===== config.mk =====
export PLATFORM = sky130hd
export DESIGN_NAME = dct_feature_quantizer
export DESIGN_NICKNAME = d
export VERILOG_FILES = /design/src/rtl/core/dfq_pkg.sv /design/src/rtl/core/dct_feature_quantizer.sv /design/src/rtl/core/dfq_collect.sv /design/src/rtl/core/dfq_divsqrt.sv
export VERILOG_INCLUDE_DIRS = /design/src /design/src/rtl/core
export SDC_FILE = /design/constraint.sdc
export NUM_CORES = 1
export LEC_CHECK = 0
export ABC_AREA = 1
export BUFFER_PORTS_ARGS = -buffer_cell sky130_fd_sc_hd__buf_2
export CORE_MARGIN = 2
export CORE_UTILIZATION = 61
export CTS_BUF_LIST = sky130_fd_sc_hd__clkbuf_4
export CTS_CLUSTER_SIZE = 14
export DETAILED_ROUTE_END_ITERATION = 10
export PLACE_DENSITY = 0.86
export RECOVER_POWER = 25
export SLEW_MARGIN = 20
export SYNTH_ARGS = -nofsm -noshare
export SYNTH_HDL_FRONTEND = slang
export SYNTH_HIERARCHICAL = 1
export SYNTH_SLANG_ARGS = --single-unit

===== constraint.sdc =====
create_clock -name clk -period 14.52 [get_ports clk]
set_input_delay 2.904 -clock clk [delete_from_list [all_inputs] [get_ports clk]]
set_output_delay 2.904 -clock clk [all_outputs]
set_load 0.02 [all_outputs]

===== src/rtl/core/assert_macros.svh =====
// ----------------------------------------------------------------------------
// assert_macros.svh
// Assertion macros shared by the RTL; define ASSERT_OFF to compile them out.
// ----------------------------------------------------------------------------
`ifndef ASSERT_MACROS_SVH
`define ASSERT_MACROS_SVH

`ifndef ASSERT_OFF

// Same-cycle implication, disabled during reset
`define ASSERT_IMP(lbl, clk, rst_n, ante, cons) \
    lbl: assert property (@(posedge clk) disable iff (!rst_n) (ante) |-> (cons)) \
        else $error("implication check failed");

// Next-cycle implication, disabled during reset
`define ASSERT_NEXT(lbl, clk, rst_n, ante, cons) \
    lbl: assert property (@(posedge clk) disable iff (!rst_n) (ante) |=> (cons)) \
        else $error("next-cycle check failed");

`else

`define ASSERT_IMP(lbl, clk, rst_n, ante, cons)
`define ASSERT_NEXT(lbl, clk, rst_n, ante, cons)

`endif

`endif


===== src/rtl/core/dfq_pkg.sv =====
// ----------------------------------------------------------------------------
// dfq_pkg
// Shared constants and types of the DCT feature quantizer.
// ----------------------------------------------------------------------------
package dfq_pkg;

    // Default configuration of the block
    localparam int FEATURE_COUNT_DEF = 9;
    localparam int COEFF_BITS_DEF    = 24;

    // Field widths
    localparam int QL_W     = 6;
    localparam int FEAT_W   = 7;
    localparam int FIDX_W   = 4;
    localparam int NORM_W   = 16;
    localparam int Q_W      = 6;
    localparam int ROOT_W   = 16;
    localparam int RAD_W    = 32;
    localparam int SQSUM_W  = 16;

    // Quotient never exceeds quant_level, so six restoring steps suffice
    localparam int DIV_STEPS  = Q_W;
    localparam int SQRT_STEPS = ROOT_W;

    // Floor of the running maximum magnitude (about 0.01 in Q15.8)
    localparam int MAG_FLOOR = 3;

    // Register file
    localparam int          PADDR_W            = 3;
    localparam int          PDATA_W            = 32;
    localparam logic        REG_IDX_QUANT_LEVEL = 1'b0;
    localparam logic [QL_W-1:0] QUANT_LEVEL_RESET = 6'd20;

    // Operation of the shared divide / square-root unit
    typedef enum logic {
        OP_DIV,
        OP_SQRT
    } dfq_op_t;

    typedef struct packed {
        logic    start;
        dfq_op_t op;
    } dfq_unit_req_t;

    typedef struct packed {
        logic              done;
        logic [ROOT_W-1:0] result;
    } dfq_unit_status_t;

endpackage


===== src/rtl/core/dct_feature_quantizer.sv =====
// Sequence: one beat per coefficient; after the last one, each feature is
// multiplied, passed through the 6-step divide and emitted, and the last one
// also takes the 16-step square root before its emit; output stalls hold the
// emit. Pace is set by the shared bit-serial divide/sqrt unit.
// Reset (rst_n low, async): maximum returns to 3, counters and sums to 0,
// quant_level to 20, and the block waits for the first coefficient.
// ----------------------------------------------------------------------------
// dct_feature_quantizer
// Collects a block of DCT coefficients and emits normalized quantized features
// with the Euclidean norm of the quantized features on the last one.
// ----------------------------------------------------------------------------
`include "assert_macros.svh"

module dct_feature_quantizer #(
    parameter int FEATURE_COUNT = dfq_pkg::FEATURE_COUNT_DEF,
    parameter int COEFF_BITS    = dfq_pkg::COEFF_BITS_DEF
) (
    input  logic                          clk,
    input  logic                          rst_n,
    // configuration port
    input  logic                          psel,
    input  logic                          penable,
    input  logic                          pwrite,
    input  logic [dfq_pkg::PADDR_W-1:0]   paddr,
    input  logic [dfq_pkg::PDATA_W-1:0]   pwdata,
    output logic [dfq_pkg::PDATA_W-1:0]   prdata,
    output logic                          pready,
    // coefficient channel
    input  logic                          coeff_valid,
    output logic                          coeff_ready,
    input  logic signed [COEFF_BITS-1:0]  coeff,
    // feature channel
    output logic                          feature_valid,
    input  logic                          feature_ready,
    output logic signed [dfq_pkg::FEAT_W-1:0] feature,
    output logic [dfq_pkg::FIDX_W-1:0]    feature_index,
    output logic [dfq_pkg::NORM_W-1:0]    norm,
    output logic                          last
);

    import dfq_pkg::*;

    localparam int IDX_W = (FEATURE_COUNT > 1) ? $clog2(FEATURE_COUNT) : 1;
    localparam int UW    = COEFF_BITS + 6;

    typedef enum logic [2:0] {
        ST_LOAD,
        ST_MUL,
        ST_DIV_GO,
        ST_DIV_WAIT,
        ST_SQRT_GO,
        ST_SQRT_WAIT,
        ST_EMIT
    } state_t;

    state_t                state_reg;
    state_t                state_next;
    logic [FIDX_W-1:0]     idx_reg;
    logic [FIDX_W-1:0]     idx_next;
    logic [UW-1:0]         num_reg;
    logic [UW-1:0]         num_next;
    logic                  neg_reg;
    logic                  neg_next;
    logic [SQSUM_W-1:0]    sqsum_reg;
    logic [SQSUM_W-1:0]    sqsum_next;
    logic [FEAT_W-1:0]     feature_reg;
    logic [FEAT_W-1:0]     feature_next;
    logic [FIDX_W-1:0]     findex_reg;
    logic [FIDX_W-1:0]     findex_next;
    logic [NORM_W-1:0]     norm_reg;
    logic [NORM_W-1:0]     norm_next;
    logic                  last_reg;
    logic                  last_next;
    logic [QL_W-1:0]       quant_level_reg;

    logic                  load;
    logic                  clear;
    logic [COEFF_BITS-1:0] rd_mag;
    logic                  rd_neg;
    logic [COEFF_BITS-1:0] max_mag;
    logic                  last_load;
    logic [UW-1:0]         dividend;
    logic [COEFF_BITS:0]   divisor;
    logic [FEAT_W-1:0]     q_ext;
    logic [2*Q_W-1:0]      q_sq;
    dfq_unit_req_t         unit_req;
    dfq_unit_status_t      unit_status;

    // Configuration register: writes take effect on the access phase
    assign pready = 1'b1;
    assign prdata = (paddr[2] == REG_IDX_QUANT_LEVEL) ? PDATA_W'(quant_level_reg) : '0;

    always_ff @(posedge clk or negedge rst_n)
    begin
        if (!rst_n)
        begin
            quant_level_reg <= QUANT_LEVEL_RESET;
        end
        else if (psel && penable && pwrite && pready && (paddr[2] == REG_IDX_QUANT_LEVEL))
        begin
            quant_level_reg <= pwdata[QL_W-1:0];
        end
    end

    // Coefficient store and running maximum
    assign load  = coeff_valid && coeff_ready;
    assign clear = (state_reg == ST_EMIT) && feature_ready && last_reg;

    dfq_collect #(
        .FEATURE_COUNT (FEATURE_COUNT),
        .COEFF_BITS    (COEFF_BITS),
        .IDX_W         (IDX_W)
    ) u_collect (
        .clk       (clk),
        .rst_n     (rst_n),
        .load      (load),
        .coeff     (coeff),
        .clear     (clear),
        .rd_idx    (idx_reg[IDX_W-1:0]),
        .rd_mag    (rd_mag),
        .rd_neg    (rd_neg),
        .max_mag   (max_mag),
        .last_load (last_load)
    );

    // Rounded division: (2*m*L + max) / (2*max)
    assign dividend = UW'({num_reg, 1'b0}) + UW'(max_mag);
    assign divisor  = {max_mag, 1'b0};

    assign unit_req.start = (state_reg == ST_DIV_GO) || (state_reg == ST_SQRT_GO);
    assign unit_req.op    = (state_reg == ST_SQRT_GO) ? OP_SQRT : OP_DIV;

    dfq_divsqrt #(
        .COEFF_BITS (COEFF_BITS),
        .UW         (UW)
    ) u_divsqrt (
        .clk      (clk),
        .rst_n    (rst_n),
        .req      (unit_req),
        .dividend (dividend),
        .divisor  (divisor),
        .radicand ({sqsum_reg, 16'b0}),
        .status   (unit_status)
    );

    assign q_ext = {1'b0, unit_status.result[Q_W-1:0]};
    assign q_sq  = (2*Q_W)'(unit_status.result[Q_W-1:0])
                 * (2*Q_W)'(unit_status.result[Q_W-1:0]);

    // Sequencer: multiply, divide, emit each feature; square root before the last
    always_comb
    begin
        state_next   = state_reg;
        idx_next     = idx_reg;
        num_next     = num_reg;
        neg_next     = neg_reg;
        sqsum_next   = sqsum_reg;
        feature_next = feature_reg;
        findex_next  = findex_reg;
        norm_next    = norm_reg;
        last_next    = last_reg;
        case (state_reg)
            ST_LOAD:
            begin
                if (load && last_load)
                begin
                    idx_next   = '0;
                    sqsum_next = '0;
                    state_next = ST_MUL;
                end
            end
            ST_MUL:
            begin
                num_next   = UW'(rd_mag) * UW'(quant_level_reg);
                neg_next   = rd_neg;
                state_next = ST_DIV_GO;
            end
            ST_DIV_GO:
            begin
                state_next = ST_DIV_WAIT;
            end
            ST_DIV_WAIT:
            begin
                if (unit_status.done)
                begin
                    feature_next = neg_reg ? (FEAT_W'(0) - q_ext) : q_ext;
                    sqsum_next   = sqsum_reg + SQSUM_W'(q_sq);
                    findex_next  = idx_reg;
                    norm_next    = '0;
                    if (idx_reg == FIDX_W'(FEATURE_COUNT - 1))
                    begin
                        last_next  = 1'b1;
                        state_next = ST_SQRT_GO;
                    end
                    else
                    begin
                        last_next  = 1'b0;
                        state_next = ST_EMIT;
                    end
                end
            end
            ST_SQRT_GO:
            begin
                state_next = ST_SQRT_WAIT;
            end
            ST_SQRT_WAIT:
            begin
                if (unit_status.done)
                begin
                    norm_next  = unit_status.result;
                    state_next = ST_EMIT;
                end
            end
            ST_EMIT:
            begin
                if (feature_ready)
                begin
                    if (last_reg)
                    begin
                        sqsum_next = '0;
                        state_next = ST_LOAD;
                    end
                    else
                    begin
                        idx_next   = idx_reg + 1'b1;
                        state_next = ST_MUL;
                    end
                end
            end
            default:
            begin
                state_next = ST_LOAD;
            end
        endcase
    end

    // Hold state and output beat
    always_ff @(posedge clk or negedge rst_n)
    begin
        if (!rst_n)
        begin
            state_reg   <= ST_LOAD;
            idx_reg     <= '0;
            num_reg     <= '0;
            neg_reg     <= 1'b0;
            sqsum_reg   <= '0;
            feature_reg <= '0;
            findex_reg  <= '0;
            norm_reg    <= '0;
            last_reg    <= 1'b0;
        end
        else
        begin
            state_reg   <= state_next;
            idx_reg     <= idx_next;
            num_reg     <= num_next;
            neg_reg     <= neg_next;
            sqsum_reg   <= sqsum_next;
            feature_reg <= feature_next;
            findex_reg  <= findex_next;
            norm_reg    <= norm_next;
            last_reg    <= last_next;
        end
    end

    assign coeff_ready   = (state_reg == ST_LOAD);
    assign feature_valid = (state_reg == ST_EMIT);
    assign feature       = feature_reg;
    assign feature_index = findex_reg;
    assign norm          = norm_reg;
    assign last          = last_reg;

    // Checks on sequencing and output framing
    `ASSERT_IMP(a_last_index, clk, rst_n, feature_valid && last,
                feature_index == FIDX_W'(FEATURE_COUNT - 1))
    `ASSERT_IMP(a_norm_only_last, clk, rst_n, feature_valid && !last, norm == '0)
    `ASSERT_IMP(a_done_when_waiting, clk, rst_n, unit_status.done,
                state_reg == ST_DIV_WAIT || state_reg == ST_SQRT_WAIT)
    `ASSERT_NEXT(a_restart_after_last, clk, rst_n, feature_valid && feature_ready && last,
                 coeff_ready && !feature_valid)

endmodule


===== src/rtl/core/dfq_collect.sv =====
// ----------------------------------------------------------------------------
// dfq_collect
// Coefficient buffer, load counter and running maximum magnitude.
// ----------------------------------------------------------------------------
module dfq_collect #(
    parameter int FEATURE_COUNT = dfq_pkg::FEATURE_COUNT_DEF,
    parameter int COEFF_BITS    = dfq_pkg::COEFF_BITS_DEF,
    parameter int IDX_W         = (FEATURE_COUNT > 1) ? $clog2(FEATURE_COUNT) : 1
) (
    input  logic                  clk,
    input  logic                  rst_n,
    input  logic                  load,
    input  logic [COEFF_BITS-1:0] coeff,
    input  logic                  clear,
    input  logic [IDX_W-1:0]      rd_idx,
    output logic [COEFF_BITS-1:0] rd_mag,
    output logic                  rd_neg,
    output logic [COEFF_BITS-1:0] max_mag,
    output logic                  last_load
);

    import dfq_pkg::*;

    logic [COEFF_BITS-1:0] buf_reg [FEATURE_COUNT];
    logic [FIDX_W-1:0]     load_cnt_reg;
    logic [FIDX_W-1:0]     load_cnt_next;
    logic [COEFF_BITS-1:0] max_reg;
    logic [COEFF_BITS-1:0] max_next;
    logic [COEFF_BITS-1:0] in_mag;
    logic [COEFF_BITS-1:0] rd_coeff;

    // Magnitude of the incoming beat, most negative value stays unsigned
    assign in_mag = coeff[COEFF_BITS-1] ? (~coeff + 1'b1) : coeff;

    assign last_load = (load_cnt_reg == FIDX_W'(FEATURE_COUNT - 1));

    // Advance count and maximum on load, drop back to floor on clear
    always_comb
    begin
        load_cnt_next = load_cnt_reg;
        max_next      = max_reg;
        if (clear)
        begin
            load_cnt_next = '0;
            max_next      = COEFF_BITS'(MAG_FLOOR);
        end
        else if (load)
        begin
            load_cnt_next = last_load ? '0 : load_cnt_reg + 1'b1;
            if (in_mag > max_reg)
            begin
                max_next = in_mag;
            end
        end
    end

    always_ff @(posedge clk or negedge rst_n)
    begin
        if (!rst_n)
        begin
            load_cnt_reg <= '0;
            max_reg      <= COEFF_BITS'(MAG_FLOOR);
        end
        else
        begin
            load_cnt_reg <= load_cnt_next;
            max_reg      <= max_next;
        end
    end

    // Store the beat at the current slot
    always_ff @(posedge clk)
    begin
        if (load)
        begin
            buf_reg[load_cnt_reg[IDX_W-1:0]] <= coeff;
        end
    end

    // Read side: sign and magnitude of the selected entry
    assign rd_coeff = buf_reg[rd_idx];
    assign rd_neg   = rd_coeff[COEFF_BITS-1];
    assign rd_mag   = rd_neg ? (~rd_coeff + 1'b1) : rd_coeff;
    assign max_mag  = max_reg;

endmodule


===== src/rtl/core/dfq_divsqrt.sv =====
// ----------------------------------------------------------------------------
// dfq_divsqrt
// Shared restoring divide and square-root unit, one bit per cycle.
// ----------------------------------------------------------------------------
module dfq_divsqrt #(
    parameter int COEFF_BITS = dfq_pkg::COEFF_BITS_DEF,
    parameter int UW         = COEFF_BITS + 6
) (
    input  logic                        clk,
    input  logic                        rst_n,
    input  dfq_pkg::dfq_unit_req_t      req,
    input  logic [UW-1:0]               dividend,
    input  logic [COEFF_BITS:0]         divisor,
    input  logic [dfq_pkg::RAD_W-1:0]   radicand,
    output dfq_pkg::dfq_unit_status_t   status
);

    import dfq_pkg::*;

    logic [UW-1:0]     rem_reg;
    logic [UW-1:0]     rem_next;
    logic [UW-1:0]     dsr_reg;
    logic [UW-1:0]     dsr_next;
    logic [ROOT_W-1:0] root_reg;
    logic [ROOT_W-1:0] root_next;
    logic [RAD_W-1:0]  rad_reg;
    logic [RAD_W-1:0]  rad_next;
    logic [3:0]        cnt_reg;
    logic [3:0]        cnt_next;
    logic              busy_reg;
    logic              busy_next;
    logic              done_reg;
    logic              done_next;
    dfq_op_t           op_reg;
    dfq_op_t           op_next;

    logic [UW-1:0]     rem_shift;
    logic [UW-1:0]     trial;
    logic [UW-1:0]     cmp_a;
    logic [UW-1:0]     cmp_b;
    logic [UW:0]       diff;
    logic              ge;
    logic              round_up;

    // Operands of the shared compare-subtract
    assign rem_shift = {rem_reg[UW-3:0], rad_reg[RAD_W-1:RAD_W-2]};
    assign trial     = UW'({root_reg, 2'b01});
    assign cmp_a     = (op_reg == OP_SQRT) ? rem_shift : rem_reg;
    assign cmp_b     = (op_reg == OP_SQRT) ? trial : dsr_reg;
    assign diff      = {1'b0, cmp_a} - {1'b0, cmp_b};
    assign ge        = !diff[UW];

    // Load on start, else take one step per cycle while busy
    always_comb
    begin
        rem_next  = rem_reg;
        dsr_next  = dsr_reg;
        root_next = root_reg;
        rad_next  = rad_reg;
        cnt_next  = cnt_reg;
        busy_next = busy_reg;
        op_next   = op_reg;
        done_next = 1'b0;
        if (req.start)
        begin
            op_next   = req.op;
            busy_next = 1'b1;
            root_next = '0;
            rad_next  = radicand;
            if (req.op == OP_SQRT)
            begin
                rem_next = '0;
                cnt_next = 4'(SQRT_STEPS - 1);
            end
            else
            begin
                rem_next = dividend;
                dsr_next = {divisor, 5'b0};
                cnt_next = 4'(DIV_STEPS - 1);
            end
        end
        else if (busy_reg)
        begin
            rem_next  = ge ? diff[UW-1:0] : cmp_a;
            root_next = {root_reg[ROOT_W-2:0], ge};
            dsr_next  = dsr_reg >> 1;
            rad_next  = rad_reg << 2;
            cnt_next  = cnt_reg - 1'b1;
            if (cnt_reg == '0)
            begin
                busy_next = 1'b0;
                done_next = 1'b1;
            end
        end
    end

    always_ff @(posedge clk or negedge rst_n)
    begin
        if (!rst_n)
        begin
            busy_reg <= 1'b0;
            done_reg <= 1'b0;
            cnt_reg  <= '0;
            op_reg   <= OP_DIV;
        end
        else
        begin
            busy_reg <= busy_next;
            done_reg <= done_next;
            cnt_reg  <= cnt_next;
            op_reg   <= op_next;
        end
    end

    always_ff @(posedge clk)
    begin
        rem_reg  <= rem_next;
        dsr_reg  <= dsr_next;
        root_reg <= root_next;
        rad_reg  <= rad_next;
    end

    // Round the root to nearest when the leftover exceeds the root
    assign round_up = (op_reg == OP_SQRT) && (rem_reg > UW'(root_reg));

    assign status.done   = done_reg;
    assign status.result = root_reg + ROOT_W'(round_up);

endmodule

# ---- Word-level counts from Yosys, hierarchy flattened
# Memories as Yosys holds them, arrays and structs flattened.
# Index checks and enable logic that the tools add are counted.
dict set report word_totals {
  ff_bits 214
  latch_bits 0
  ramBits 216
  mem_bits_ro 0
  inputBits 66
  out_inout_bits 63
  word_cells 131
  mem_count 1
}
# name words word_bits read_ports rd_clocked_by_memory_dff write_ports line_no
set mem_list {}
lappend mem_list {u_collect.buf_reg 9 24 1 0 1 dfq_collect.sv:24} ;# logic [COEFF_BITS-1:0] buf_reg [FEATURE_COUNT];
dict set report classes {
  n_addsub 10
  mul 2
  div_mod_pow 0
  n_lt_le_gt_ge 2
  n_eq_ne 15
  shifts 0
  muxes 53
  bitwise 3
  reduce_logical 25
}
# cell n
set op_table {}
lappend op_table {{two-way mux 30 bit} 9}
lappend op_table {{two-way mux 24 bit} 5}
lappend op_table {{two-way mux 16 bit} 6}
lappend op_table {{two-way mux 32 bit} 2}
lappend op_table {{adder 24 x 1 -> 24 bit (second input constant)} 2}
lappend op_table {{NOT 24 bit} 2}
lappend op_table {{case mux 16 bit (3 select lines)} 1}
lappend op_table {{two-way mux 4 bit} 9}
lappend op_table {{case mux 16 bit (2 select lines)} 1}
lappend op_table {{subtractor 30 x 30 -> 31 bit} 1}
lappend op_table {{adder 30 x 24 -> 30 bit} 1}
lappend op_table {{> comparator 30 x 16 -> 1 bit} 1}
lappend op_table {{multiplier 24 x 6 -> 29 bit} 1}
lappend op_table {{> comparator 24 bit} 1}
lappend op_table {{case mux 3 bit (7 select lines)} 1}
lappend op_table {{adder 16 x 1 -> 16 bit} 1}
lappend op_table {{adder 16 x 12 -> 16 bit} 1}
lappend op_table {{multiplier 6 x 6 -> 12 bit} 1}
lappend op_table {{two-way mux 3 bit} 4}
lappend op_table {{two-way mux 1 bit} 11}
lappend op_table {{inequality test 2 x 1 -> 1 bit (second input constant)} 5}
lappend op_table {{nonzero test 2 bit} 5}
lappend op_table {{== test 3 bit (second input constant)} 3}
lappend op_table {{adder 4 x 1 -> 4 bit (second input constant)} 2}
lappend op_table {{21 further kinds} 34}

# ---- Longest topological paths before layout
dict set report logic_depth {
  word_depth 7
  mapped_depth 39
  depth_no_buf 37
}

# ---- By module
# Netlist, hierarchy kept.
# mod instances cells_per_inst area_per_inst_um2 seq_area_each_um2
set by_module_without_submodules {}
lappend by_module_without_submodules {dfq_collect 1 1246 11974.0 7189.4}
lappend by_module_without_submodules {dct_feature_quantizer 1 1788 11916.4 2179.6}
lappend by_module_without_submodules {dfq_divsqrt 1 1277 8740.9 3258.1}

# ---- Worst setup path after synthesis
# No wires, ideal clock.
dict set report synth_timing {
  path_kind {input -> output}
  start {in paddr[2] (netlist name)}
  end {out prdata[0] (netlist name)}
  t_arrival_ns 3.197
  required_time_ns 11.616
  path_slack_ns 8.419
  path_stages 1
  n_path_buf 0
  path_cell_list {nor2_1}
}
dict set report synth_via {
  elab_chain_cells 1
}
# item line_no
set synth_rtl {}
lappend synth_rtl {{start: declaration} dct_feature_quantizer.sv:24} ;# input logic [dfq_pkg::PADDR_W-1:0] paddr,
lappend synth_rtl {{two-way mux 6 bit} dct_feature_quantizer.sv:91} ;# assign prdata = (paddr[2] == REG_IDX_QUANT_LEVEL) ? PDATA_W'(quant_level_reg) : '0;
lappend synth_rtl {{end: declaration} dct_feature_quantizer.sv:26} ;# output logic [dfq_pkg::PDATA_W-1:0] prdata,
# Every way passes these cells.

# ---- Final worst setup path
dict set report layout_timing {
  start {reg idx_reg[1]}
  end {reg num_reg[24]}
}
dict set report layout_via {
  elab_chain_cells 5
}
# item line_no
set layout_rtl {}
lappend layout_rtl {{start: declaration} dct_feature_quantizer.sv:58} ;# logic [FIDX_W-1:0] idx_reg;
lappend layout_rtl {{start signal: assignment} dct_feature_quantizer.sv:255} ;# idx_reg <= idx_next;
lappend layout_rtl {{memory (9 x 24 bit) *} -}
lappend layout_rtl {{NOT 24 bit} dfq_collect.sv:83} ;# assign rd_mag = rd_neg ? (~rd_coeff + 1'b1) : rd_coeff;
lappend layout_rtl {{adder 24 x 1 -> 24 bit} dfq_collect.sv:83}
lappend layout_rtl {{two-way mux 24 bit *} dfq_collect.sv:83}
lappend layout_rtl {{via rd_mag[0]} dct_feature_quantizer.sv:78} ;# logic [COEFF_BITS-1:0] rd_mag;
lappend layout_rtl {{multiplier 24 x 6 -> 29 bit *} dct_feature_quantizer.sv:174} ;# num_next = UW'(rd_mag) * UW'(quant_level_reg);
lappend layout_rtl {{end signal: assignment} dct_feature_quantizer.sv:256} ;# num_reg <= num_next;
lappend layout_rtl {{end: declaration} dct_feature_quantizer.sv:60} ;# logic [UW-1:0] num_reg;
# Mark *: on every way through the listed nets, which the timed path passes. The rest lies on a longest branch.
# A chain may end at the register's enable or synchronous reset.

==> results.sh <==
export IMPL_postRouteAntennaNets=0
export IMPL_wirelength_um=82140
export IMPL_path_max_fanout=35
export IMPL_layout_min_cycle_time_ns=6.885
export IMPL_critPathLaunchType="register"
export IMPL_cts_made_buffers=113
export IMPL_antenna_found_initial=4
export IMPL_grtUsageMet3_pct=4.257
export IMPL_cts_root_buf="clkbuf_4"
export IMPL_skew_ns=0.08571
export IMPL_via_per_inst=5.436
export IMPL_start_util_pct=61.85
export IMPL_grt_overflow_total=0
export IMPL_fin_crit_sh_pct=47.42
export IMPL_ys_types=59
export IMPL_clk_pin_slew_worst_paths_ns=0.07
export IMPL_post_cts_buffers=0
export IMPL_max_freq_mhz=145.2
export IMPL_rsz0062_at_grt="no"
export IMPL_grt_busiest_layer="met2"
export IMPL_min_path_type="register to register"
export IMPL_post_cts_resized=0
export IMPL_fin_tns_setup_ns=0
export IMPL_status="finished with violations"
export IMPL_post_dp_hpwl_um=59260
export IMPL_violations="max-capacitance violations, max-slew violations"
export IMPL_drive_above_1_share_pct=7.851
export IMPL_synthCells=4311
export IMPL_syn_to_final_growth_pct=6.503
export IMPL_synthesis_area_mm2=0.03263
export IMPL_fin_nets=4746
export IMPL_worst_slew_pin_slew_ns=3.711
export IMPL_hold_slack_ns=0.4838
export IMPL_vias=28200
export IMPL_die_area_mm2=0.05536
export IMPL_largest_reg_flops=216
export IMPL_coreArea_mm2=0.05276
export IMPL_cts_sink_count=446
export IMPL_grt_max_degree=89
export IMPL_use_met2_pct=47.97
export IMPL_required_ns=15.29
export IMPL_synth_edf_count=308
export IMPL_row_count=84
export IMPL_io_pins=129
export IMPL_met1_usage_pct=39.34
export IMPL_grt_pass1_wl_um=132200
export IMPL_track_usage_pct=29.62
export IMPL_cap_violations=2
export IMPL_clock_path_buffers=3
export IMPL_clk_latency_ns=0.90
export IMPL_synth_avg_cell_area_um2=7.569
export IMPL_finalWorstSetupSlack_ns=7.635
export IMPL_gp_congestion=0.9637
export IMPL_final_hold_viol_count=0
export IMPL_die_h_um=235.3
export IMPL_drc=0
export IMPL_r2r_slack_ns=7.63
export IMPL_dp_slack_ns=7.508
export IMPL_finalSetupViolCount=0
export IMPL_cts_hold_fix_buffers=0
export IMPL_htreeDepth=3
export IMPL_grt_pass1_vias=26560
export IMPL_cpMaxStageDelayCell="fa_1"
export IMPL_drtPass1Iterations=6
export IMPL_slew_headroom_pct=-147.4
export IMPL_cpPeakStageDelay_ns=0.55
export IMPL_synthFlopType="edfxtp_1"
export IMPL_crit_type="register to register"
export IMPL_synth_seq_area_share_pct=38.70
export IMPL_post_drt_wl_per_cell_um=15.84
export IMPL_maxSlewViolCount=130
export IMPL_worstPathArrival_ns=7.66
export IMPL_drtIter0Drc=2759
export IMPL_die_x_um=235.3
export IMPL_portBuffers=73
export IMPL_yosysWarnings=6
export IMPL_cts_tree="built"
export IMPL_cp_common_cell="nand2_1"
export IMPL_async_flop_share_pct=27.35
export IMPL_ys_ff_latch=446
export IMPL_critPathCaptureType="register"
-- metrics by stage --
stage	utilization, %	cells	area, µm²
final	65.87	5187	34750
after global routing	65.87	5187	34750
after CTS	65.95	5184	34790
after detailed placement	63.21	4983	33350
after global placement	63.21	4983	33350
after floorplan	-	4353	32790
-- layer usage --
layer,wire length (µm),vias up
li1,-,13690
met1,34060,12960
met2,37790,1311
met3,6700,235
met4,3574,2
met5,13,-
-- logic make-up (layout without fill, tap and decap cells) --
kind of cell	count (synthesis)	after routing	share of synthesized area [%]
other	2	47	0.02301
adders and majority gates	270	270	12.77
DFF	446	446	38.70
buffers and inverters	935	1078	11.80
AOI/OAI and AO/OA	345	345	5.928
muxes	10	10	0.3068
and+or+nand+nor	2209	2209	27.96
xor gates and xnor gates	94	94	2.523
-- cell usage in the layout, fill, tap and decap left out, types with 105 or more instances in the layout --
master | synthesis | layout
nor2_1 | 289 | 289
nand3_1 | 319 | 319
inv_1 | 760 | 761
nand2_1 | 1455 | 1455
ha_1 | 165 | 165
edfxtp_1 | 308 | 308
dfrtp_1 | 118 | 116
clkbuf_4 | 0 | 167
o21ai_0 | 152 | 151
fa_1 | 105 | 105
-- cell usage after synthesis (5+ instances only) --
library cell	n	area, µm²
nand2_1	1455	5461
inv_1	760	2853
nand3_1	319	1597
edfxtp_1	308	9249
nor2_1	289	1085
ha_1	165	2064
o21ai_0	152	760.7
dfrtp_1	118	2953
fa_1	105	2102
a21oi_1	94	470.5
clkbuf_1	65	244.0
xor2_1	56	490.5
buf_4	38	285.3
xnor2_1	38	332.8
nand4_1	32	200.2
nor3_1	32	160.2
buf_2	28	140.1
or2_2	21	131.4
o22ai_1	18	112.6
o21ai_1	17	85.08
dfxtp_1	16	320.3
buf_6	15	168.9
o211ai_1	14	105.1
nand3b_1	13	97.59
o21ai_2	11	96.34
inv_2	10	37.54
mux2i_1	10	100.1
nor2_2	10	62.56
nand2_2	9	56.30
buf_1	8	30.03
o21a_1	7	52.55
a21o_1	6	45.04
clkinv_1	6	22.52
o21bai_1	6	45.04
nor4_1	5	31.28
-- final cells by class --
type | instances | area [µm²]
Sequential cell | 446 | 12630
Inverter | 777 | 2922
Antenna cell | 3 | 7.507
Fill cell | 4344 | 18010
Tap cell | 688 | 860.8
Clock buffer | 167 | 1254
Timing Repair Buffer | 100 | 534.3
Multi-Input combinational cell | 2972 | 16360
Clock inverter | 34 | 187.7
-- worst max-delay path, delay by kind of cell, from the launching register on --
| kind | cells | cell delay [ns] |
|---|---|---|
| buf+inv | 7 | 1.42 |
| fa+ha+maj | 5 | 2.14 |
| xor+xnor | 1 | 0.51 |
| compound gates | 1 | 0.17 |
| flops | 1 | 0.47 |
| simple gates | 18 | 2.04 |
-- path summary, 6_finish.rpt --
check                      cells past startpoint       start              endpoint
max in group asynchronous                      2       rst_n            idx_reg[0]
max reg2reg                                   32  idx_reg[1]           num_reg[24]
min reg2reg                                    2  feature[4]            feature[4]
min in group asynchronous                      1       rst_n  u_collect/max_mag[8]
min                                            2  feature[4]            feature[4]
max                                           32  idx_reg[1]           num_reg[24]
Power is left out: the tool's default activity adds up to more than one toggle a clock period on the data nets, which glitch-free logic cannot reach.
